===== src/cfa_pkg.sv =====
`default_nettype none
package cfa_pkg;

    // Field widths
    localparam int CMD_W    = 2;
    localparam int STRAT_W  = 2;
    localparam int OWNER_W  = 16;
    localparam int SIZE_W   = 21;
    localparam int STATUS_W = 2;
    localparam int ADDR_W   = 20;
    localparam int LEN_W    = 21;

    // Default configuration
    localparam int DEF_SPACE_UNITS  = 1048576;
    localparam int DEF_MAX_SEGMENTS = 16;
    localparam int DEF_MAX_HOLES    = 32;

    // Command codes
    localparam logic [CMD_W-1:0] CMD_REQUEST = 2'd0;
    localparam logic [CMD_W-1:0] CMD_RELEASE = 2'd1;
    localparam logic [CMD_W-1:0] CMD_COMPACT = 2'd2;

    // Strategy codes
    localparam logic [STRAT_W-1:0] STRAT_FIRST = 2'd0;
    localparam logic [STRAT_W-1:0] STRAT_BEST  = 2'd1;
    localparam logic [STRAT_W-1:0] STRAT_WORST = 2'd2;

    // Status codes
    localparam logic [STATUS_W-1:0] ST_OK        = 2'd0;
    localparam logic [STATUS_W-1:0] ST_NO_FIT    = 2'd1;
    localparam logic [STATUS_W-1:0] ST_NOT_FOUND = 2'd2;
    localparam logic [STATUS_W-1:0] ST_FULL      = 2'd3;

    // Datapath operations
    localparam int OP_W = 4;
    localparam logic [OP_W-1:0] OP_NOP   = 4'd0;
    localparam logic [OP_W-1:0] OP_LOAD  = 4'd1;
    localparam logic [OP_W-1:0] OP_SCAN  = 4'd2;
    localparam logic [OP_W-1:0] OP_CARVE = 4'd3;
    localparam logic [OP_W-1:0] OP_HDN   = 4'd4;
    localparam logic [OP_W-1:0] OP_SFIND = 4'd5;
    localparam logic [OP_W-1:0] OP_SUP   = 4'd6;
    localparam logic [OP_W-1:0] OP_RFIND = 4'd7;
    localparam logic [OP_W-1:0] OP_SDN   = 4'd8;
    localparam logic [OP_W-1:0] OP_HFIND = 4'd9;
    localparam logic [OP_W-1:0] OP_HUP   = 4'd10;
    localparam logic [OP_W-1:0] OP_CSEG  = 4'd11;
    localparam logic [OP_W-1:0] OP_RES   = 4'd12;

    typedef struct packed {
        logic [OP_W-1:0]     op;
        logic [STATUS_W-1:0] res_status;
        logic                use_base;
        logic                use_free;
    } t_dp_cmd;

    typedef struct packed {
        logic [CMD_W-1:0] cmd;
        logic             seg_full;
        logic             hole_full;
        logic             bad_req;
        logic             scan_done;
        logic             found;
        logic             carve_empty;
        logic             hdn_done;
        logic             sfind_done;
        logic             sup_done;
        logic             rfind_done;
        logic             rfound;
        logic             sdn_done;
        logic             hfind_done;
        logic             hup_done;
        logic             cseg_done;
        logic             out_busy;
    } t_dp_stat;

endpackage
`default_nettype wire


===== src/cfa_ctrl.sv =====
`default_nettype none
module cfa_ctrl (
    input  wire logic              i_clk,
    input  wire logic              i_rst_n,
    input  wire logic              i_in_valid,
    input  wire cfa_pkg::t_dp_stat i_stat,
    output cfa_pkg::t_dp_cmd       o_cmd
);
    localparam logic [3:0] S_IDLE  = 4'd0;
    localparam logic [3:0] S_DISP  = 4'd1;
    localparam logic [3:0] S_SCAN  = 4'd2;
    localparam logic [3:0] S_CARVE = 4'd3;
    localparam logic [3:0] S_HDN   = 4'd4;
    localparam logic [3:0] S_SFIND = 4'd5;
    localparam logic [3:0] S_SUP   = 4'd6;
    localparam logic [3:0] S_RFIND = 4'd7;
    localparam logic [3:0] S_SDN   = 4'd8;
    localparam logic [3:0] S_HFIND = 4'd9;
    localparam logic [3:0] S_HUP   = 4'd10;
    localparam logic [3:0] S_CSEG  = 4'd11;
    localparam logic [3:0] S_DONE  = 4'd12;

    logic [3:0]                   r_state, n_state;
    logic [cfa_pkg::STATUS_W-1:0] r_res, n_res;
    logic                         r_ubase, n_ubase;
    logic                         r_ufree, n_ufree;

    // Sequence the datapath through each command
    always_comb begin
        n_state = r_state;
        n_res   = r_res;
        n_ubase = r_ubase;
        n_ufree = r_ufree;
        o_cmd.op         = cfa_pkg::OP_NOP;
        o_cmd.res_status = r_res;
        o_cmd.use_base   = r_ubase;
        o_cmd.use_free   = r_ufree;
        case (r_state)
            S_IDLE: begin
                if (i_in_valid) begin
                    o_cmd.op = cfa_pkg::OP_LOAD;
                    n_state  = S_DISP;
                end
            end
            S_DISP: begin
                n_res   = cfa_pkg::ST_OK;
                n_ubase = 1'b0;
                n_ufree = 1'b0;
                case (i_stat.cmd)
                    cfa_pkg::CMD_REQUEST: begin
                        if (i_stat.seg_full) begin
                            n_res   = cfa_pkg::ST_FULL;
                            n_state = S_DONE;
                        end else if (i_stat.bad_req) begin
                            n_res   = cfa_pkg::ST_NO_FIT;
                            n_state = S_DONE;
                        end else begin
                            n_state = S_SCAN;
                        end
                    end
                    cfa_pkg::CMD_RELEASE: n_state = S_RFIND;
                    cfa_pkg::CMD_COMPACT: n_state = S_CSEG;
                    default:              n_state = S_DONE;
                endcase
            end
            S_SCAN: begin
                o_cmd.op = cfa_pkg::OP_SCAN;
                if (i_stat.scan_done) begin
                    if (i_stat.found) begin
                        n_state = S_CARVE;
                    end else begin
                        n_res   = cfa_pkg::ST_NO_FIT;
                        n_state = S_DONE;
                    end
                end
            end
            S_CARVE: begin
                o_cmd.op = cfa_pkg::OP_CARVE;
                n_state  = i_stat.carve_empty ? S_HDN : S_SFIND;
            end
            S_HDN: begin
                o_cmd.op = cfa_pkg::OP_HDN;
                if (i_stat.hdn_done) n_state = S_SFIND;
            end
            S_SFIND: begin
                o_cmd.op = cfa_pkg::OP_SFIND;
                if (i_stat.sfind_done) n_state = S_SUP;
            end
            S_SUP: begin
                o_cmd.op = cfa_pkg::OP_SUP;
                if (i_stat.sup_done) begin
                    n_ubase = 1'b1;
                    n_state = S_DONE;
                end
            end
            S_RFIND: begin
                o_cmd.op = cfa_pkg::OP_RFIND;
                if (i_stat.rfind_done) begin
                    if (!i_stat.rfound) begin
                        n_res   = cfa_pkg::ST_NOT_FOUND;
                        n_state = S_DONE;
                    end else if (i_stat.hole_full) begin
                        n_res   = cfa_pkg::ST_FULL;
                        n_state = S_DONE;
                    end else begin
                        n_state = S_SDN;
                    end
                end
            end
            S_SDN: begin
                o_cmd.op = cfa_pkg::OP_SDN;
                if (i_stat.sdn_done) n_state = S_HFIND;
            end
            S_HFIND: begin
                o_cmd.op = cfa_pkg::OP_HFIND;
                if (i_stat.hfind_done) n_state = S_HUP;
            end
            S_HUP: begin
                o_cmd.op = cfa_pkg::OP_HUP;
                if (i_stat.hup_done) begin
                    n_ubase = 1'b1;
                    n_state = S_DONE;
                end
            end
            S_CSEG: begin
                o_cmd.op = cfa_pkg::OP_CSEG;
                if (i_stat.cseg_done) begin
                    n_ufree = 1'b1;
                    n_state = S_DONE;
                end
            end
            S_DONE: begin
                // Hold until the result register is free
                if (!i_stat.out_busy) begin
                    o_cmd.op = cfa_pkg::OP_RES;
                    n_state  = S_IDLE;
                end
            end
            default: n_state = S_IDLE;
        endcase
    end

    always_ff @(posedge i_clk) begin
        if (!i_rst_n) begin
            r_state <= S_IDLE;
            r_res   <= cfa_pkg::ST_OK;
            r_ubase <= 1'b0;
            r_ufree <= 1'b0;
        end else begin
            r_state <= n_state;
            r_res   <= n_res;
            r_ubase <= n_ubase;
            r_ufree <= n_ufree;
        end
    end
endmodule
`default_nettype wire


===== config.mk =====
export PLATFORM = sky130hd
export DESIGN_NAME = cfa_ctrl
export DESIGN_NICKNAME = d
export VERILOG_FILES = /design/src/cfa_pkg.sv /design/src/cfa_ctrl.sv
export SDC_FILE = /design/constraint.sdc
export NUM_CORES = 1
export LEC_CHECK = 0
export ABC_AREA = 1
export BUFFER_PORTS_ARGS = -buffer_cell sky130_fd_sc_hd__buf_2
export CAP_MARGIN = 0
export CORE_MARGIN = 4
export CORE_UTILIZATION = 54
export CTS_CLUSTER_DIAMETER = 30
export DETAILED_ROUTE_END_ITERATION = 8
export PLACE_DENSITY = 0.84
export SLEW_MARGIN = 20
export SYNTH_ARGS = -nofsm -noshare
export SYNTH_HDL_FRONTEND = slang
export SYNTH_SLANG_ARGS = --single-unit

===== constraint.sdc =====
create_clock -name i_clk -period 3.3 [get_ports i_clk]
set_input_delay 0.99 -clock i_clk [delete_from_list [all_inputs] [get_ports i_clk]]
set_output_delay 0.99 -clock i_clk [all_outputs]
set_load 0.05 [all_outputs]

# Word level (Yosys, flattened, before mapping)
# Index checks and enable logic that the tools add are counted.
[op_classes]
eq_ne = 27
n_reduce_logical = 9
muxes = 36
[op_table]
columns = ["operator", "count"]
rows = [
  ["4-bit two-way mux", 15],
  ["4-bit case mux with 13 select lines", 1],
  ["4-bit case mux with 12 select lines", 1],
  ["2-bit inequality test (second input constant)", 12],
  ["4-bit equality test (second input constant)", 5],
  ["4-bit by 3-bit equality test with 1-bit output (second input constant)", 4],
  ["2-bit two-way mux", 7],
  ["4-bit case mux with 3 select lines", 1],
  ["11-bit AND reduction", 1],
  ["4-bit by 2-bit equality test with 1-bit output (second input constant)", 2],
  ["1-bit two-way mux", 6],
  ["3-bit two-way mux", 2],
  ["2-bit case mux with 3 select lines", 1],
  ["3-bit nonzero test", 2],
  ["5-bit AND reduction", 1],
  ["4-bit by 1-bit equality test with 1-bit output (second input constant)", 1],
  ["4-bit zero test", 1],
  ["3-bit inequality test (second input constant)", 1],
  ["1-bit case mux with 3 select lines", 1],
  ["3-bit AND reduction", 1],
  ["2-bit by 1-bit equality test with 1-bit output (second input constant)", 1],
  ["2-bit equality test (second input constant)", 1],
  ["2-bit zero test", 1],
  ["1-bit case mux with 2 select lines", 1],
  ["2 further kinds", 2],
]
[word_totals]
inputBits = 21
regBits = 8

# Longest topological paths before layout
[depth]
ltp_word = 4
ltp_mapped = 10
depth_no_buf = 9

# Least setup slack after synthesis
# Ideal clock, no wire load.
[synth_path]
path_kind = "in2out"
start = "input i_stat[0] (netlist name)"
end = "output o_cmd[7] (netlist name)"
arrival_ps = 1669
setup_slack_ps = 641
n_path_buf = 0
cell_stages = 2
required_ps = 2310
cell_sequence = "nand3b_1 -> o21ai_0"
[synth_lines]
columns = ["item", "line", "source"]
rows = [
  ["start: declaration", "cfa_ctrl.sv:6", "input wire cfa_pkg::t_dp_stat i_stat,"],
  ["end: declaration", "cfa_ctrl.sv:7", "output cfa_pkg::t_dp_cmd o_cmd"],
]

==> out/summary.txt <==
Max Clock Freq: 0.3846 GHz
Synth Area per Inst: 5.941 um2
Syn Inst Count: 151
syn nets: 174
TritonCTS Buffers: 3
Clock Skew: 0.003418 ns
Site Rows: 14
min-delay worst type: reg2reg
measured slew at the worst slew-check pin: 0.4602 ns
H-Tree Depth: 1
final critical-path share of the clock period: 78.78%
post-detail-place hpwl: 1.806 mm
Post-Synth XOR/XNOR Area: 0%
CP Capture Type: primary output
largest family of logic cells by synthesized area: simple AND/OR/NAND/NOR gates
I/O Buffers: 28
mux contribution to synthesized area: 0%
CP required: 2.31 ns
Residual DRC: 0
first-pass GRT wire length: 3.636 mm
IO Count: 29
Post-synth EDFFs: 0
postcts setup bufs: 0
outcome: finished, final reports clean
total number of vias: 1010
number of sinks on the clock net: 8
Post-Synth Simple-Gate Area: 50.63%
fin area: 1040 um2
Total Routed Length: 2.221 mm
Fin. Hold Viols: 0
synth warn: 0
full die area: 2378 um2
peak supply drop: 0.0005349 V
Int Pwr: 343.1 uW
Worst Setup Path Type: in2out
DR pass1 iterations: 4
CTS clock-pin slew for the worst setup and hold paths: 0.05 ns
Area contributors post-synth: dfxtp_1, nand2_1, inv_1
synthesized cell area: 897.1 um2
max_cap viols: 0
Syn-to-layout area delta: 15.90%
synth unique cells: 24
Tot GR Track Use: 18.54%
Hold Slack: 0.4648 ns
Placer Congestion: 0.8826
Leak: 0.0006055 uW
Switch Pwr: 476.2 uW
Root Buffer: clkbuf_4
#FFs+latches synth: 8
sequential fraction of the synthesis area: 17.85%
core area: 1541 um2
via count of the first global-routing pass: 917
n_diodes: 0
largest net degree at the start of global routing: 11
setup violators final: 0
antenna violations before repair: 0
clk_lat worst skew: 0.25 ns
most frequent cell after synthesis: nand2_1
DP Area: 1017 um2
Worst setup SP type: primary input
# placed instances: 191
NumNets Final: 203
Pwr Density: 788.0 nW/um2
CTS tree: done
Max Buffers Root-to-Sink: 2
switching part of the total: 58.12%
post-route insts no fill: 194
Compound-Gate Fraction of Synth Area: 11.72%
adder-cell share of the synthesized area: 2.789%
top cell type's share of synthesized area: 17.85%
Slew Limit Fails: 0
GRT overflow: 0
most used flip-flop cell after synthesis: dfxtp_1
crit-path max FO: 2
post-CTS sizing: 0
Die H: 48.76 um
initial DRC count: 36
antenna viol nets, final: 0
RSZ-0062 raised after global routing: false
setup TNS: 0 ns
Initial Utilization: 58.20%
Avg WL per Cell: 11.45 um
max_slew headroom: 69.28%
fraction of layout cells with a size suffix above 1: 28.09%
hold buffers post-CTS: 0
fin crit period: 2.600 ns
internal reg-to-reg setup slack: 1.70 ns
Flop pwr share: 21.5%
via density per instance: 5.206
post-synth top area cell: dfxtp_1
Worst Path Arrival: 1.61 ns
Clk pwr share: 8.8%
Die X: 48.76 um
top cells by count, synth: nand2_1, inv_1, nand3_1
Comb power frac: 69.8%
Post-synth ARST share: 0%
==> sequential cells by signal, summed over array words and instances, names as in the netlist <==
name and flops:
r_ufree 1, r_ubase 1, r_state 4, r_res 2
==> cell type report <==
class	count	area (um2)
sequential	8	160.2
timing repair buffer	28	140.1
inverter	30	112.6
clock buffer	3	22.52
fill	134	501.7
tap	16	20.02
multi-input combinational	109	584.3
==> through the flow <==
| stage | total power (uW) | utilization [%] | setup slack, ns |
|---|---|---|---|
| 2_1_floorplan | 646.4 | - | 0.6405 |
| 3_5_place_dp | 743.6 | 65.99 | 0.7019 |
| 4_1_cts | 818.8 | 67.45 | 0.7008 |
| 3_3_place_gp | 730.1 | 65.99 | 0.7155 |
| 6_report | 819.3 | 67.45 | 0.7002 |
| 5_1_grt | 890.6 | 67.45 | 0.5862 |
==> critical path: stages <==
cell      delay [ns]
buf_2           0.11
nand3b_1        0.16
o21ai_0         0.08
buf_2           0.28
==> routing by layer <==
metal  track usage, %  routed length [um]  part of all wire (%)
met1            21.30                 947                    43
met2            31.96                1071                    48
met3            4.294                 168                   7.6
met4            8.520                  34                   1.5
met5                0                   0                     0
==> power by group through the flow <==
stage	registers, uW	clock network [uW]	logic, uW
global placement	175	0	555
CTS	175	75.0	569
global route	180	81.3	629
detailed placement	176	0	568
floorplan	175	0	472
finish	176	71.9	572
==> path summary, 6_finish.rpt <==
kind,from,endpoint,cells past startpoint
max reg2reg,r_state[0],r_res[0],7
min,r_ufree,r_ufree,2
min reg2reg,r_ufree,r_ufree,2
max,i_stat[0],o_cmd[7],4
==> placed cells by master (no fill, tap or decap), types with 2 or more instances in the layout <==
master    synthesis  final
inv_2             2      2
nor2_2            2      2
buf_2             0     28
nand3b_1          4      4
nand2_4           2      2
nor2_4            4      4
nor2_1           13     13
nand3_2           2      2
ha_1              2      2
a21oi_1           9      9
o211ai_1          2      2
nand3_1          16     16
o21ai_0           4      4
clkbuf_4          0      3
dfxtp_1           8      8
nand2_2           4      4
inv_1            28     28
nand4_1           2      2
nand2_1          39     39
==> logic make-up (layout without fill, tap and decap cells) <==
group           Yosys count  after routing
fa+ha+maj                 2              2
compound gates           18             18
buf+inv                  34             61
flops                     8              8
simple gates             89             89
Power figures use the tool's default switching activity.
