[src/cfa_pkg.sv]
`default_nettype none
package cfa_pkg;

    // Field widths
    localparam int CMD_W    = 2;
    localparam int STRAT_W  = 2;
    localparam int OWNER_W  = 16;
    localparam int SIZE_W   = 21;
    localparam int STATUS_W = 2;
    localparam int ADDR_W   = 20;
    localparam int LEN_W    = 21;

    // Default configuration
    localparam int DEF_SPACE_UNITS  = 1048576;
    localparam int DEF_MAX_SEGMENTS = 16;
    localparam int DEF_MAX_HOLES    = 32;

    // Command codes
    localparam logic [CMD_W-1:0] CMD_REQUEST = 2'd0;
    localparam logic [CMD_W-1:0] CMD_RELEASE = 2'd1;
    localparam logic [CMD_W-1:0] CMD_COMPACT = 2'd2;

    // Strategy codes
    localparam logic [STRAT_W-1:0] STRAT_FIRST = 2'd0;
    localparam logic [STRAT_W-1:0] STRAT_BEST  = 2'd1;
    localparam logic [STRAT_W-1:0] STRAT_WORST = 2'd2;

    // Status codes
    localparam logic [STATUS_W-1:0] ST_OK        = 2'd0;
    localparam logic [STATUS_W-1:0] ST_NO_FIT    = 2'd1;
    localparam logic [STATUS_W-1:0] ST_NOT_FOUND = 2'd2;
    localparam logic [STATUS_W-1:0] ST_FULL      = 2'd3;

    // Datapath operations
    localparam int OP_W = 4;
    localparam logic [OP_W-1:0] OP_NOP   = 4'd0;
    localparam logic [OP_W-1:0] OP_LOAD  = 4'd1;
    localparam logic [OP_W-1:0] OP_SCAN  = 4'd2;
    localparam logic [OP_W-1:0] OP_CARVE = 4'd3;
    localparam logic [OP_W-1:0] OP_HDN   = 4'd4;
    localparam logic [OP_W-1:0] OP_SFIND = 4'd5;
    localparam logic [OP_W-1:0] OP_SUP   = 4'd6;
    localparam logic [OP_W-1:0] OP_RFIND = 4'd7;
    localparam logic [OP_W-1:0] OP_SDN   = 4'd8;
    localparam logic [OP_W-1:0] OP_HFIND = 4'd9;
    localparam logic [OP_W-1:0] OP_HUP   = 4'd10;
    localparam logic [OP_W-1:0] OP_CSEG  = 4'd11;
    localparam logic [OP_W-1:0] OP_RES   = 4'd12;

    typedef struct packed {
        logic [OP_W-1:0]     op;
        logic [STATUS_W-1:0] res_status;
        logic                use_base;
        logic                use_free;
    } t_dp_cmd;

    typedef struct packed {
        logic [CMD_W-1:0] cmd;
        logic             seg_full;
        logic             hole_full;
        logic             bad_req;
        logic             scan_done;
        logic             found;
        logic             carve_empty;
        logic             hdn_done;
        logic             sfind_done;
        logic             sup_done;
        logic             rfind_done;
        logic             rfound;
        logic             sdn_done;
        logic             hfind_done;
        logic             hup_done;
        logic             cseg_done;
        logic             out_busy;
    } t_dp_stat;

endpackage
`default_nettype wire

[src/cfa_if.sv]
`default_nettype none
interface cfa_in_if;
    logic                         valid;
    logic                         ready;
    logic [cfa_pkg::CMD_W-1:0]    command;
    logic [cfa_pkg::STRAT_W-1:0]  strategy;
    logic [cfa_pkg::OWNER_W-1:0]  owner_id;
    logic [cfa_pkg::SIZE_W-1:0]   request_size;
    modport source (output valid, command, strategy, owner_id, request_size, input ready);
    modport sink   (input valid, command, strategy, owner_id, request_size, output ready);
endinterface

interface cfa_out_if;
    logic                          valid;
    logic                          ready;
    logic [cfa_pkg::STATUS_W-1:0]  status;
    logic [cfa_pkg::ADDR_W-1:0]    base_address;
    logic [cfa_pkg::LEN_W-1:0]     free_end;
    modport source (output valid, status, base_address, free_end, input ready);
    modport sink   (input valid, status, base_address, free_end, output ready);
endinterface
`default_nettype wire

[src/cfa_datapath.sv]
`default_nettype none
module cfa_datapath #(
    parameter int SPACE_UNITS  = cfa_pkg::DEF_SPACE_UNITS,
    parameter int MAX_SEGMENTS = cfa_pkg::DEF_MAX_SEGMENTS,
    parameter int MAX_HOLES    = cfa_pkg::DEF_MAX_HOLES
) (
    input  wire logic             i_clk,
    input  wire logic             i_rst_n,
    cfa_in_if.sink                i_in,
    cfa_out_if.source             o_out,
    input  wire cfa_pkg::t_dp_cmd i_cmd,
    output cfa_pkg::t_dp_stat     o_stat
);
    localparam int AW  = cfa_pkg::ADDR_W;
    localparam int LW  = cfa_pkg::LEN_W;
    localparam int SCW = $clog2(MAX_SEGMENTS + 1);
    localparam int HCW = $clog2(MAX_HOLES + 1);
    localparam int IW  = (SCW > HCW) ? SCW : HCW;
    localparam int SIW = $clog2(MAX_SEGMENTS);
    localparam int HIW = $clog2(MAX_HOLES);
    localparam logic [LW-1:0] SPACE = LW'(SPACE_UNITS);

    // Tables
    logic [AW-1:0]                r_ss [MAX_SEGMENTS];
    logic [LW-1:0]                r_sl [MAX_SEGMENTS];
    logic [cfa_pkg::OWNER_W-1:0]  r_so [MAX_SEGMENTS];
    logic [LW-1:0]                r_hs [MAX_HOLES];
    logic [LW-1:0]                r_hl [MAX_HOLES];
    logic [SCW-1:0]               r_ns;
    logic [HCW-1:0]               r_nh;

    // Working registers
    logic [cfa_pkg::CMD_W-1:0]    r_cmd;
    logic [cfa_pkg::STRAT_W-1:0]  r_strat;
    logic [cfa_pkg::OWNER_W-1:0]  r_owner;
    logic [cfa_pkg::SIZE_W-1:0]   r_size;
    logic [IW-1:0]                r_idx, r_kdx;
    logic [HIW-1:0]               r_pick;
    logic [LW-1:0]                r_best;
    logic                         r_found;
    logic [AW-1:0]                r_base;
    logic [LW-1:0]                r_len;
    logic [LW-1:0]                r_run;

    // Result register
    logic                         r_ov;
    logic [cfa_pkg::STATUS_W-1:0] r_ost;
    logic [AW-1:0]                r_obase;
    logic [LW-1:0]                r_ofree;

    logic [IW-1:0]  w_idx1, w_kdx1, w_ns, w_nh;
    logic [SIW-1:0] w_si, w_si1, w_sk, w_sk1;
    logic [HIW-1:0] w_hi, w_hi1, w_hk, w_hk1;
    logic [LW-1:0]  w_len;
    logic           w_fit, w_better;
    logic           w_sin, w_hin;

    assign w_idx1 = r_idx + 1'b1;
    assign w_kdx1 = r_kdx - 1'b1;
    assign w_ns   = IW'(r_ns);
    assign w_nh   = IW'(r_nh);
    assign w_si   = r_idx[SIW-1:0];
    assign w_si1  = w_idx1[SIW-1:0];
    assign w_sk   = r_kdx[SIW-1:0];
    assign w_sk1  = w_kdx1[SIW-1:0];
    assign w_hi   = r_idx[HIW-1:0];
    assign w_hi1  = w_idx1[HIW-1:0];
    assign w_hk   = r_kdx[HIW-1:0];
    assign w_hk1  = w_kdx1[HIW-1:0];
    assign w_sin  = (r_idx < w_ns);
    assign w_hin  = (r_idx < w_nh);

    // Fit test for the scanned hole
    assign w_len    = r_hl[w_hi];
    assign w_fit    = (w_len >= r_size);
    assign w_better = !r_found ||
                      ((r_strat == cfa_pkg::STRAT_BEST) ? (w_len <= r_best) : (w_len >= r_best));

    // Status toward the controller
    always_comb begin
        o_stat.cmd         = r_cmd;
        o_stat.seg_full    = (r_ns == SCW'(MAX_SEGMENTS));
        o_stat.hole_full   = (r_nh == HCW'(MAX_HOLES));
        o_stat.bad_req     = (r_strat > cfa_pkg::STRAT_WORST) || (r_size == '0);
        o_stat.scan_done   = !w_hin || (r_found && (r_strat == cfa_pkg::STRAT_FIRST));
        o_stat.found       = r_found;
        o_stat.carve_empty = (r_hl[r_pick] == r_size);
        o_stat.hdn_done    = !(w_idx1 < w_nh);
        o_stat.sfind_done  = !(w_sin && (r_ss[w_si] <= r_base));
        o_stat.sup_done    = !(r_kdx > r_idx);
        o_stat.rfind_done  = !(w_sin && (r_so[w_si] != r_owner));
        o_stat.rfound      = w_sin;
        o_stat.sdn_done    = !(w_idx1 < w_ns);
        o_stat.hfind_done  = !(w_hin && (r_hs[w_hi] <= LW'(r_base)));
        o_stat.hup_done    = !(r_kdx > r_idx);
        o_stat.cseg_done   = !w_sin;
        o_stat.out_busy    = r_ov;
    end

    // Accept a command exactly when the controller loads it
    assign i_in.ready         = (i_cmd.op == cfa_pkg::OP_LOAD);
    assign o_out.valid        = r_ov;
    assign o_out.status       = r_ost;
    assign o_out.base_address = r_obase;
    assign o_out.free_end     = r_ofree;

    // Table and working register updates
    always_ff @(posedge i_clk) begin
        case (i_cmd.op)
            cfa_pkg::OP_LOAD: begin
                r_cmd   <= i_in.command;
                r_strat <= i_in.strategy;
                r_owner <= i_in.owner_id;
                r_size  <= i_in.request_size;
                r_idx   <= '0;
                r_kdx   <= '0;
                r_best  <= '0;
                r_run   <= '0;
            end
            cfa_pkg::OP_SCAN: begin
                if (!o_stat.scan_done) begin
                    if (w_fit && ((r_strat == cfa_pkg::STRAT_FIRST) || w_better)) begin
                        r_pick <= w_hi;
                        r_best <= w_len;
                    end
                    r_idx <= w_idx1;
                end
            end
            cfa_pkg::OP_CARVE: begin
                r_hs[r_pick] <= r_hs[r_pick] + LW'(r_size);
                r_hl[r_pick] <= r_hl[r_pick] - LW'(r_size);
                r_base       <= r_hs[r_pick][AW-1:0];
                r_idx        <= o_stat.carve_empty ? IW'(r_pick) : '0;
            end
            cfa_pkg::OP_HDN: begin
                // Close the gap left by an exhausted hole
                if (!o_stat.hdn_done) begin
                    r_hs[w_hi] <= r_hs[w_hi1];
                    r_hl[w_hi] <= r_hl[w_hi1];
                    r_idx      <= w_idx1;
                end else begin
                    r_idx <= '0;
                end
            end
            cfa_pkg::OP_SFIND: begin
                if (!o_stat.sfind_done) r_idx <= w_idx1;
                else                    r_kdx <= w_ns;
            end
            cfa_pkg::OP_SUP: begin
                // Open a slot, then drop the new segment in
                if (!o_stat.sup_done) begin
                    r_ss[w_sk] <= r_ss[w_sk1];
                    r_sl[w_sk] <= r_sl[w_sk1];
                    r_so[w_sk] <= r_so[w_sk1];
                    r_kdx      <= w_kdx1;
                end else begin
                    r_ss[w_si] <= r_base;
                    r_sl[w_si] <= LW'(r_size);
                    r_so[w_si] <= r_owner;
                end
            end
            cfa_pkg::OP_RFIND: begin
                if (!o_stat.rfind_done) begin
                    r_idx <= w_idx1;
                end else if (w_sin) begin
                    r_base <= r_ss[w_si];
                    r_len  <= r_sl[w_si];
                end
            end
            cfa_pkg::OP_SDN: begin
                if (!o_stat.sdn_done) begin
                    r_ss[w_si] <= r_ss[w_si1];
                    r_sl[w_si] <= r_sl[w_si1];
                    r_so[w_si] <= r_so[w_si1];
                    r_idx      <= w_idx1;
                end else begin
                    r_idx <= '0;
                end
            end
            cfa_pkg::OP_HFIND: begin
                if (!o_stat.hfind_done) r_idx <= w_idx1;
                else                    r_kdx <= w_nh;
            end
            cfa_pkg::OP_HUP: begin
                if (!o_stat.hup_done) begin
                    r_hs[w_hk] <= r_hs[w_hk1];
                    r_hl[w_hk] <= r_hl[w_hk1];
                    r_kdx      <= w_kdx1;
                end else begin
                    r_hs[w_hi] <= LW'(r_base);
                    r_hl[w_hi] <= r_len;
                end
            end
            cfa_pkg::OP_CSEG: begin
                // Slide segments down, then leave at most one trailing hole
                if (w_sin) begin
                    r_ss[w_si] <= r_run[AW-1:0];
                    r_run      <= r_run + r_sl[w_si];
                    r_idx      <= w_idx1;
                end else begin
                    r_hs[0] <= r_run;
                    r_hl[0] <= SPACE - r_run;
                end
            end
            default: ;
        endcase
        if (!i_rst_n) begin
            r_hs[0] <= '0;
            r_hl[0] <= SPACE;
        end
    end

    // Control state: counts, found flag and the result valid flag
    always_ff @(posedge i_clk) begin
        if (!i_rst_n) begin
            r_ns    <= '0;
            r_nh    <= HCW'(1);
            r_found <= 1'b0;
            r_ov    <= 1'b0;
        end else begin
            if (o_out.valid && o_out.ready) r_ov <= 1'b0;
            case (i_cmd.op)
                cfa_pkg::OP_LOAD: r_found <= 1'b0;
                cfa_pkg::OP_SCAN: begin
                    if (!o_stat.scan_done && w_fit &&
                        ((r_strat == cfa_pkg::STRAT_FIRST) || w_better)) begin
                        r_found <= 1'b1;
                    end
                end
                cfa_pkg::OP_HDN:  if (o_stat.hdn_done) r_nh <= r_nh - 1'b1;
                cfa_pkg::OP_SUP:  if (o_stat.sup_done) r_ns <= r_ns + 1'b1;
                cfa_pkg::OP_SDN:  if (o_stat.sdn_done) r_ns <= r_ns - 1'b1;
                cfa_pkg::OP_HUP:  if (o_stat.hup_done) r_nh <= r_nh + 1'b1;
                cfa_pkg::OP_CSEG: begin
                    if (!w_sin) r_nh <= (r_run < SPACE) ? HCW'(1) : '0;
                end
                cfa_pkg::OP_RES:  r_ov <= 1'b1;
                default: ;
            endcase
        end
    end

    // Result payload
    always_ff @(posedge i_clk) begin
        if (i_cmd.op == cfa_pkg::OP_RES) begin
            r_ost   <= i_cmd.res_status;
            r_obase <= i_cmd.use_base ? r_base : '0;
            r_ofree <= i_cmd.use_free ? r_run : '0;
        end
    end
endmodule
`default_nettype wire

[src/flat_wrapper.sv]
// flat-port wrapper written by rule: the top's interface ports become plain ports
module cfa_datapath_flat 
#(
    parameter int SPACE_UNITS  = cfa_pkg::DEF_SPACE_UNITS,
    parameter int MAX_SEGMENTS = cfa_pkg::DEF_MAX_SEGMENTS,
    parameter int MAX_HOLES    = cfa_pkg::DEF_MAX_HOLES
)
  (i_clk, i_rst_n, i_cmd, o_stat, i_in_valid, i_in_command, i_in_strategy, i_in_owner_id, i_in_request_size, i_in_ready, o_out_valid, o_out_status, o_out_base_address, o_out_free_end, o_out_ready);
  cfa_in_if i_in_i ();
  cfa_out_if o_out_i ();
  input  wire logic i_clk;
  input  wire logic i_rst_n;
  input  wire cfa_pkg::t_dp_cmd i_cmd;
  output cfa_pkg::t_dp_stat o_stat;
  input wire logic [$bits(i_in_i.valid)-1:0] i_in_valid;
  input wire logic [$bits(i_in_i.command)-1:0] i_in_command;
  input wire logic [$bits(i_in_i.strategy)-1:0] i_in_strategy;
  input wire logic [$bits(i_in_i.owner_id)-1:0] i_in_owner_id;
  input wire logic [$bits(i_in_i.request_size)-1:0] i_in_request_size;
  output wire logic [$bits(i_in_i.ready)-1:0] i_in_ready;
  output wire logic [$bits(o_out_i.valid)-1:0] o_out_valid;
  output wire logic [$bits(o_out_i.status)-1:0] o_out_status;
  output wire logic [$bits(o_out_i.base_address)-1:0] o_out_base_address;
  output wire logic [$bits(o_out_i.free_end)-1:0] o_out_free_end;
  input wire logic [$bits(o_out_i.ready)-1:0] o_out_ready;
  assign i_in_i.valid = i_in_valid;
  assign i_in_i.command = i_in_command;
  assign i_in_i.strategy = i_in_strategy;
  assign i_in_i.owner_id = i_in_owner_id;
  assign i_in_i.request_size = i_in_request_size;
  assign i_in_ready = i_in_i.ready;
  assign o_out_valid = o_out_i.valid;
  assign o_out_status = o_out_i.status;
  assign o_out_base_address = o_out_i.base_address;
  assign o_out_free_end = o_out_i.free_end;
  assign o_out_i.ready = o_out_ready;
  cfa_datapath #(.SPACE_UNITS(SPACE_UNITS), .MAX_SEGMENTS(MAX_SEGMENTS), .MAX_HOLES(MAX_HOLES)) u_core (.i_clk(i_clk), .i_rst_n(i_rst_n), .i_in(i_in_i), .o_out(o_out_i), .i_cmd(i_cmd), .o_stat(o_stat));
endmodule
[config.mk]
export PLATFORM = sky130hd
export DESIGN_NAME = cfa_datapath_flat
export DESIGN_NICKNAME = d
export VERILOG_FILES = /design/src/cfa_pkg.sv /design/src/cfa_if.sv /design/src/cfa_datapath.sv /design/src/flat_wrapper.sv
export SDC_FILE = /design/constraint.sdc
export NUM_CORES = 2
export LEC_CHECK = 0
export BUFFER_PORTS_ARGS = -buffer_cell sky130_fd_sc_hd__buf_2
export CAP_MARGIN = 30
export CORE_UTILIZATION = 55
export DETAILED_ROUTE_END_ITERATION = 7
export HOLD_SLACK_MARGIN = 0.03
export PLACE_DENSITY = 0.73
export SLEW_MARGIN = 5
export SYNTH_ARGS = -nofsm -noshare
export SYNTH_HDL_FRONTEND = slang
export SYNTH_SLANG_ARGS = --single-unit
[constraint.sdc]
create_clock -name i_clk -period 10.4 [get_ports i_clk]
set_input_delay 1.56 -clock i_clk [delete_from_list [all_inputs] [get_ports i_clk]]
set_output_delay 1.56 -clock i_clk [all_outputs]
set_load 0.03 [all_outputs]
Word level (Yosys, flattened, before mapping)
Memories as Yosys holds them, arrays and structs flattened. A register that Yosys moved wholly into a read port is not among the register bits.
Cells that the tools add are included.
- reduce and logical (&&, ||, !) cells: 50
- equality and inequality tests: 34
- add/subtract/negate cells: 10
- multiplexer cells: 95
- divide/modulo/power cells: 0
- shift-type cells: 0
- magnitude comparators: 12
- $mul: 0
- bitwise operators: 10
- operators with widths (kind ; number):
    $mux W21 ; 13
    $reduce_or A21 Y1 ; 5
    $mux W20 ; 5
    $pmux W21 S2 ; 2
    $mux W6 ; 13
    $mux W5 ; 11
    $pmux W6 S9 ; 1
    $add A21 B21 Y21 ; 2
    $ge A21 B21 Y1 ; 2
    $pmux W20 S2 ; 1
    $mux W1 ; 37
    $mux W16 ; 2
    $mux W4 ; 6
    $pmux W6 S4 ; 1
    $eq A21 B21 Y1 ; 1
    $le A21 B20 Y1 ; 1
    $le A21 B21 Y1 ; 1
    $logic_not A21 Y1 ; 1
    $lt A21 B21 Y1 const B ; 1
    $sub A21 B21 Y21 ; 1
    $sub A21 B21 Y21 const A ; 1
    $eq A4 B4 Y1 const B ; 5
    $le A20 B20 Y1 ; 1
    $reduce_or A20 Y1 ; 1
    other kinds (36) ; 96
- memories kept: 5
- word-level logic and storage cells: 234
- latch bits: 0
- ROM bits: 0
- memory bits (writable): 2256
- output and inout port bits: 63
- bits in registers: 197
- memories (memory ; words ; bits a word ; rd ports ; clocked after Yosys merged registers in ; wr ports ; RTL line ; RTL):
    u_core.r_hl ; 32 ; 21 ; 4 ; 2 ; 2 ; cfa_datapath.sv:28 ; logic [LW-1:0] r_hl [MAX_HOLES];
    u_core.r_hs ; 32 ; 21 ; 4 ; 2 ; 2 ; cfa_datapath.sv:27 ; logic [LW-1:0] r_hs [MAX_HOLES];
    u_core.r_sl ; 16 ; 21 ; 3 ; 1 ; 1 ; cfa_datapath.sv:25 ; logic [LW-1:0] r_sl [MAX_SEGMENTS];
    u_core.r_ss ; 16 ; 20 ; 3 ; 1 ; 1 ; cfa_datapath.sv:24 ; logic [AW-1:0] r_ss [MAX_SEGMENTS];
    u_core.r_so ; 16 ; 16 ; 3 ; 1 ; 1 ; cfa_datapath.sv:26 ; logic [cfa_pkg::OWNER_W-1:0] r_so [MAX_SEGMENTS];

Depth between registers and ports, before layout
- word-level depth: 9
- mapped depth: 24

Worst setup path after synthesis
Ideal clock, no wire load.
- path type: flip-flop to flip-flop
- from: reg u_core.r_idx[0]
- to: mem u_core.r_hl[0][0] (netlist name), enable pin
- data arrival time: 6.362 ns
- slack: 3.592 ns
- buffers on the path: 4
- period minus slack after synthesis: 6.808 ns
- cell stages (with the launch flop): 17
- path through: edfxtp_1 ha_1 xnor2_1 inv_2 buf_2 buf_2 buf_1 ha_1 o21a_1 o211ai_1 o21ai_1 or4_1 clkbuf_1 and3_1 a221oi_2 nand2_1 o21ai_1
- RTL lines (element ; RTL line ; RTL):
    from (decl) ; cfa_datapath.sv:37 ; logic [IW-1:0] r_idx, r_kdx;
    from (signal assigned) ; cfa_datapath.sv:126 ; r_idx <= w_idx1;
    from (signal assigned) ; cfa_datapath.sv:133 ; r_idx <= o_stat.carve_empty ? IW'(r_pick) : '0;
    from (signal assigned) ; cfa_datapath.sv:140 ; r_idx <= w_idx1;
    to (decl) ; cfa_datapath.sv:28 ;

==> metrics.log <==
[metrics] result of the run: finished clean
[metrics] DR WL met3: 86200 um
[metrics] Port Buf Inserts: 114
[metrics] endpoint kind of the worst setup timing path: output port
[metrics] top cells by area in the synthesized netlist: sky130_fd_sc_hd__edfxtp_1 (50%), sky130_fd_sc_hd__mux4_2 (38%), sky130_fd_sc_hd__ha_1 (1.5%)
[metrics] number of detailed-route iterations in the first pass: 7
[metrics] data required time of the critical path: 8.84 ns
[metrics] standard-cell rows: 189
[metrics] worst slew margin relative to its limit: 0.227
[metrics] Post-CTS Resized: 0
[metrics] total buffers and inverters traversed by the critical path: 2
[metrics] initial standard-cell utilization of the core: 0.554
[metrics] count of buffers added by post-CTS timing repair for setup: 0
[metrics] routed vias/inst: around 8.4
[metrics] clock transition at the register clock pins on the worst setup and hold paths after CTS: 0.07 ns
[metrics] RSZ-0062 raised after global routing: no
[metrics] total design power: 29.3 mW
[metrics] number of flops mapped to enable cells by yosys: about 2400
[metrics] final WL: 511000 um
[metrics] number of distinct library cells after synthesis: 89
[metrics] minimum period implied by the final worst setup slack: approximately 8.2 ns
[metrics] number of slew-limit violations in the final report: 0
[metrics] max capacitance violation total: 0
[metrics] instance count of the mapped netlist: 7894
[metrics] wire length of the first global-routing pass: 716000 um
[metrics] delay of the slowest critical-path stage: 1.02 ns
[metrics] flip-flop and latch count after synthesis: 2463
[metrics] hold violation count in the final report: 0
[metrics] origin of the critical flop-to-flop path: u_core.r_idx[0]
[metrics] number of sinks driven by the clock tree: 2463
[metrics] met2 routed wirelength: 223000 um
[metrics] hold buffers post-CTS: 0
[metrics] area of the mapped netlist: 147000 um2
[metrics] cell taking the most area after synthesis: sky130_fd_sc_hd__edfxtp_1
[metrics] number of nets in the final layout: 8114
[metrics] final worst-path cycle share: 0.785
[metrics] depth of the CTS H-tree: 5
[metrics] Final HPWL DP: approximately 300000 um
[metrics] maximum fanout along the worst path: just under 90
[metrics] startpoint type of the worst setup path: flop
[metrics] predominant post-synthesis flop cell: sky130_fd_sc_hd__edfxtp_1
[metrics] P per Cell Area: roughly 180 nW/um2
[metrics] number of warnings reported in the yosys synthesis log: 0
[metrics] uppermost routed layer: met5
[metrics] routed length on met1: roughly 160000 um
[metrics] vias: 97448
[metrics] Data arrival, critical path: 6.60 ns
[metrics] TritonCTS clock tree: done
[metrics] Root Buffer Master: sky130_fd_sc_hd__clkbuf_16
[metrics] standard cell core area: 266000 um2
[metrics] CTS buffer count: 276
[metrics] die area: 270000 um2
[metrics] clock insertion delay at the later pin of the skew report: approximately 0.89 ns
[metrics] initial drt markers: 18034
[metrics] Critical Path, Cell by Cell: buf_12, mux4_2, mux4_2, mux2_2, ha_1, nand2_1, nor2_1, nand4_1, or4_1, nor2_1, buf_2
[metrics] DRC violation count after routing: 0
[metrics] pin count of the biggest net entering global routing: between 100 and 150
[metrics] number of setup violations in the final report: 0
[metrics] final routed wire length divided by cell count: 43.9 um
[metrics] Largest delay share family, worst path: simple AND/OR/NAND/NOR gates
[metrics] Syn Area/Cell: 18.7 um2
[metrics] Worst Skew: roughly 0.068 ns
[metrics] area share of the largest cell type after synthesis: 0.497
[metrics] total overflow reported by the global router: 0
[metrics] clock tree buffer depth: 4
[metrics] type of the setup path with the least slack: flop to output port
[metrics] vias in the first global route: 94202
[metrics] proportion of synthesized chip area in sequential cells: 0.500
[metrics] Hold Path Class: flop to flop
[metrics] height of the chip: between 500 and 600 um
[metrics] net count after synthesis: 8128
[metrics] Peak VDD IR: approximately 0.16 mV
[metrics] hold wc startpoint: u_core.r_pick[2]
[metrics] number of nets with antenna violations after routing: 0
[metrics] GPL Wtd Cong: 0.984
[metrics] post-synthesis to final-layout area growth: 9.81%
[metrics] share of final-layout standard cells stronger than drive strength 1: 0.429
[metrics] worst-path cell with the longest stage delay: sky130_fd_sc_hd__dfxtp_4
[metrics] initial antenna violation count: 30
[metrics] TNS Setup: 0 ns
[metrics] transition time at the pin with the least slew margin: 1.16 ns
[metrics] total track usage: 0.378
[metrics] number of fillers in the final layout: 18449
[metrics] leakage power total: just over 50 nW
[metrics] maximum clock rate: between 0.1 and 0.15 GHz
[metrics] number of placed I/O pins: between 100 and 150
[metrics] width of the chip: 520 um
[metrics] Synth async-reset ratio: 0
[worst paths after layout]
| kind | slack [ns] | cells after the start | to |
|---|---|---|---|
| setup / recovery | 2.24 | 11 | o_stat[10] |
| hold / removal | 0.54 | 1 | flop |
| setup reg to reg | 2.63 | 16 | u_core.r_hl[1][8] |
| hold reg to reg | 0.54 | 1 | flop |
[per-layer routing]
metal,up-vias,global-route usage
met1,50106,0.494
met2,10430,0.534
li1,34890,-
met5,-,0
met3,2002,0.149
met4,20,0.236
[registers in the layout, indices dropped and copies added (netlist names), named ones only]
register	flops
u_core.r_size	21
u_core.r_so	256
u_core.r_owner	16
u_core.r_cmd	2
u_core.r_idx	6
u_core.r_best	21
u_core.r_sl	336
u_core.o_out.base_address	20
u_core.r_base	20
u_core.r_kdx	6
u_core.r_len	21
u_core.r_run	21
u_core.r_hl	672
u_core.r_hs	672
u_core.o_out.status	2
u_core.r_ns	5
u_core.r_ss	320
u_core.r_pick	5
u_core.r_found	1
u_core.r_strat	2
u_core.r_nh	6
u_core.o_out.valid	1
u_core.o_out.free_end	21
[report_power, final]
part	internal [mW]	leakage, nW	switching (mW)	total (mW)
sequential	11.6	22.2	0.200	11.8
combinational	3.49	24.5	4.42	7.91
clock	5.45	4.16	4.08	9.53
[synth_stat cells (all sizes together) (35+ instances only)]
master	instances
mux4	2484
edfxtp	2440
buf	417
nand2	367
nor2	283
clkbuf	279
a21oi	192
ha	176
inv	129
o21ai	126
mux2i	125
mux2	67
nor3	65
nand3	55
and2	48
xnor2	48
xor2	48
nor2b	45
a221o	42
a21o	39
a211oi	35
[cells by family after synthesis]
logic type / after synthesis / share of synthesized area
adder cells (fa/ha/maj): 181 / 0.0156
AO/OA/AOI/OAI: 667 / 0.0303
buffers and inverters: 826 / 0.0242
multiplexers: 2676 / 0.393
XOR/XNOR: 96 / 0.00571
AND/OR/NAND/NOR: 985 / 0.0304
flip-flops: 2463 / 0.500
[layout by cell type (no fill, tap or decap), types with 48 or more instances in the layout]
| master | netlist | layout |
|---|---|---|
| sky130_fd_sc_hd__clkbuf_1 | 279 | 59 |
| sky130_fd_sc_hd__buf_2 | 263 | 117 |
| sky130_fd_sc_hd__buf_4 | 30 | 204 |
| sky130_fd_sc_hd__mux4_2 | 2482 | 2482 |
| sky130_fd_sc_hd__a21oi_1 | 192 | 190 |
| sky130_fd_sc_hd__clkinv_1 | 1 | 48 |
| sky130_fd_sc_hd__nand3_1 | 54 | 54 |
| sky130_fd_sc_hd__mux2_2 | 63 | 63 |
| sky130_fd_sc_hd__ha_1 | 176 | 174 |
| sky130_fd_sc_hd__inv_1 | 127 | 122 |
| sky130_fd_sc_hd__nand2_1 | 367 | 365 |
| sky130_fd_sc_hd__nor3_1 | 64 | 64 |
| sky130_fd_sc_hd__o21ai_0 | 120 | 107 |
| sky130_fd_sc_hd__nor2_1 | 283 | 211 |
| sky130_fd_sc_hd__mux2i_1 | 125 | 125 |
| sky130_fd_sc_hd__edfxtp_1 | 2440 | 2440 |
| sky130_fd_sc_hd__clkbuf_16 | 0 | 284 |
| sky130_fd_sc_hd__and2_1 | 48 | 48 |
| sky130_fd_sc_hd__nor2_4 | 0 | 54 |
[metrics by stage]
step | instance area (um2) | util | hold WS (ns) | cells | setup slack [ns]
final | 162000 | 0.609 | 0.542 | 11641 | 2.24
after global routing | 162000 | 0.609 | 0.565 | 11613 | 2.25
after CTS | 161000 | 0.607 | 0.539 | 11592 | 2.54
after detailed placement | 153000 | 0.575 | 0.531 | 11118 | 2.90
after global placement | 152000 | 0.573 | 0.496 | 11088 | 2.90
after floorplan | 147000 | - | 0.463 | 7894 | 3.59
[area by class of cell]
cell class / count / area (um2) / share of cell area
inverter: 130 / 503 / 0.00311
tap: 3533 / 4420 / 0.0273
clock inverter: 133 / 1250 / 0.00772
antenna: 32 / 80.1 / 0.000495
multi-input combinational: 4605 / 70700 / 0.437
timing repair buffer: 404 / 3770 / 0.0233
clock buffer: 341 / 7280 / 0.0450
sequential: 2463 / 73800 / 0.456
Note: power is estimated with default switching activity, not from simulation.
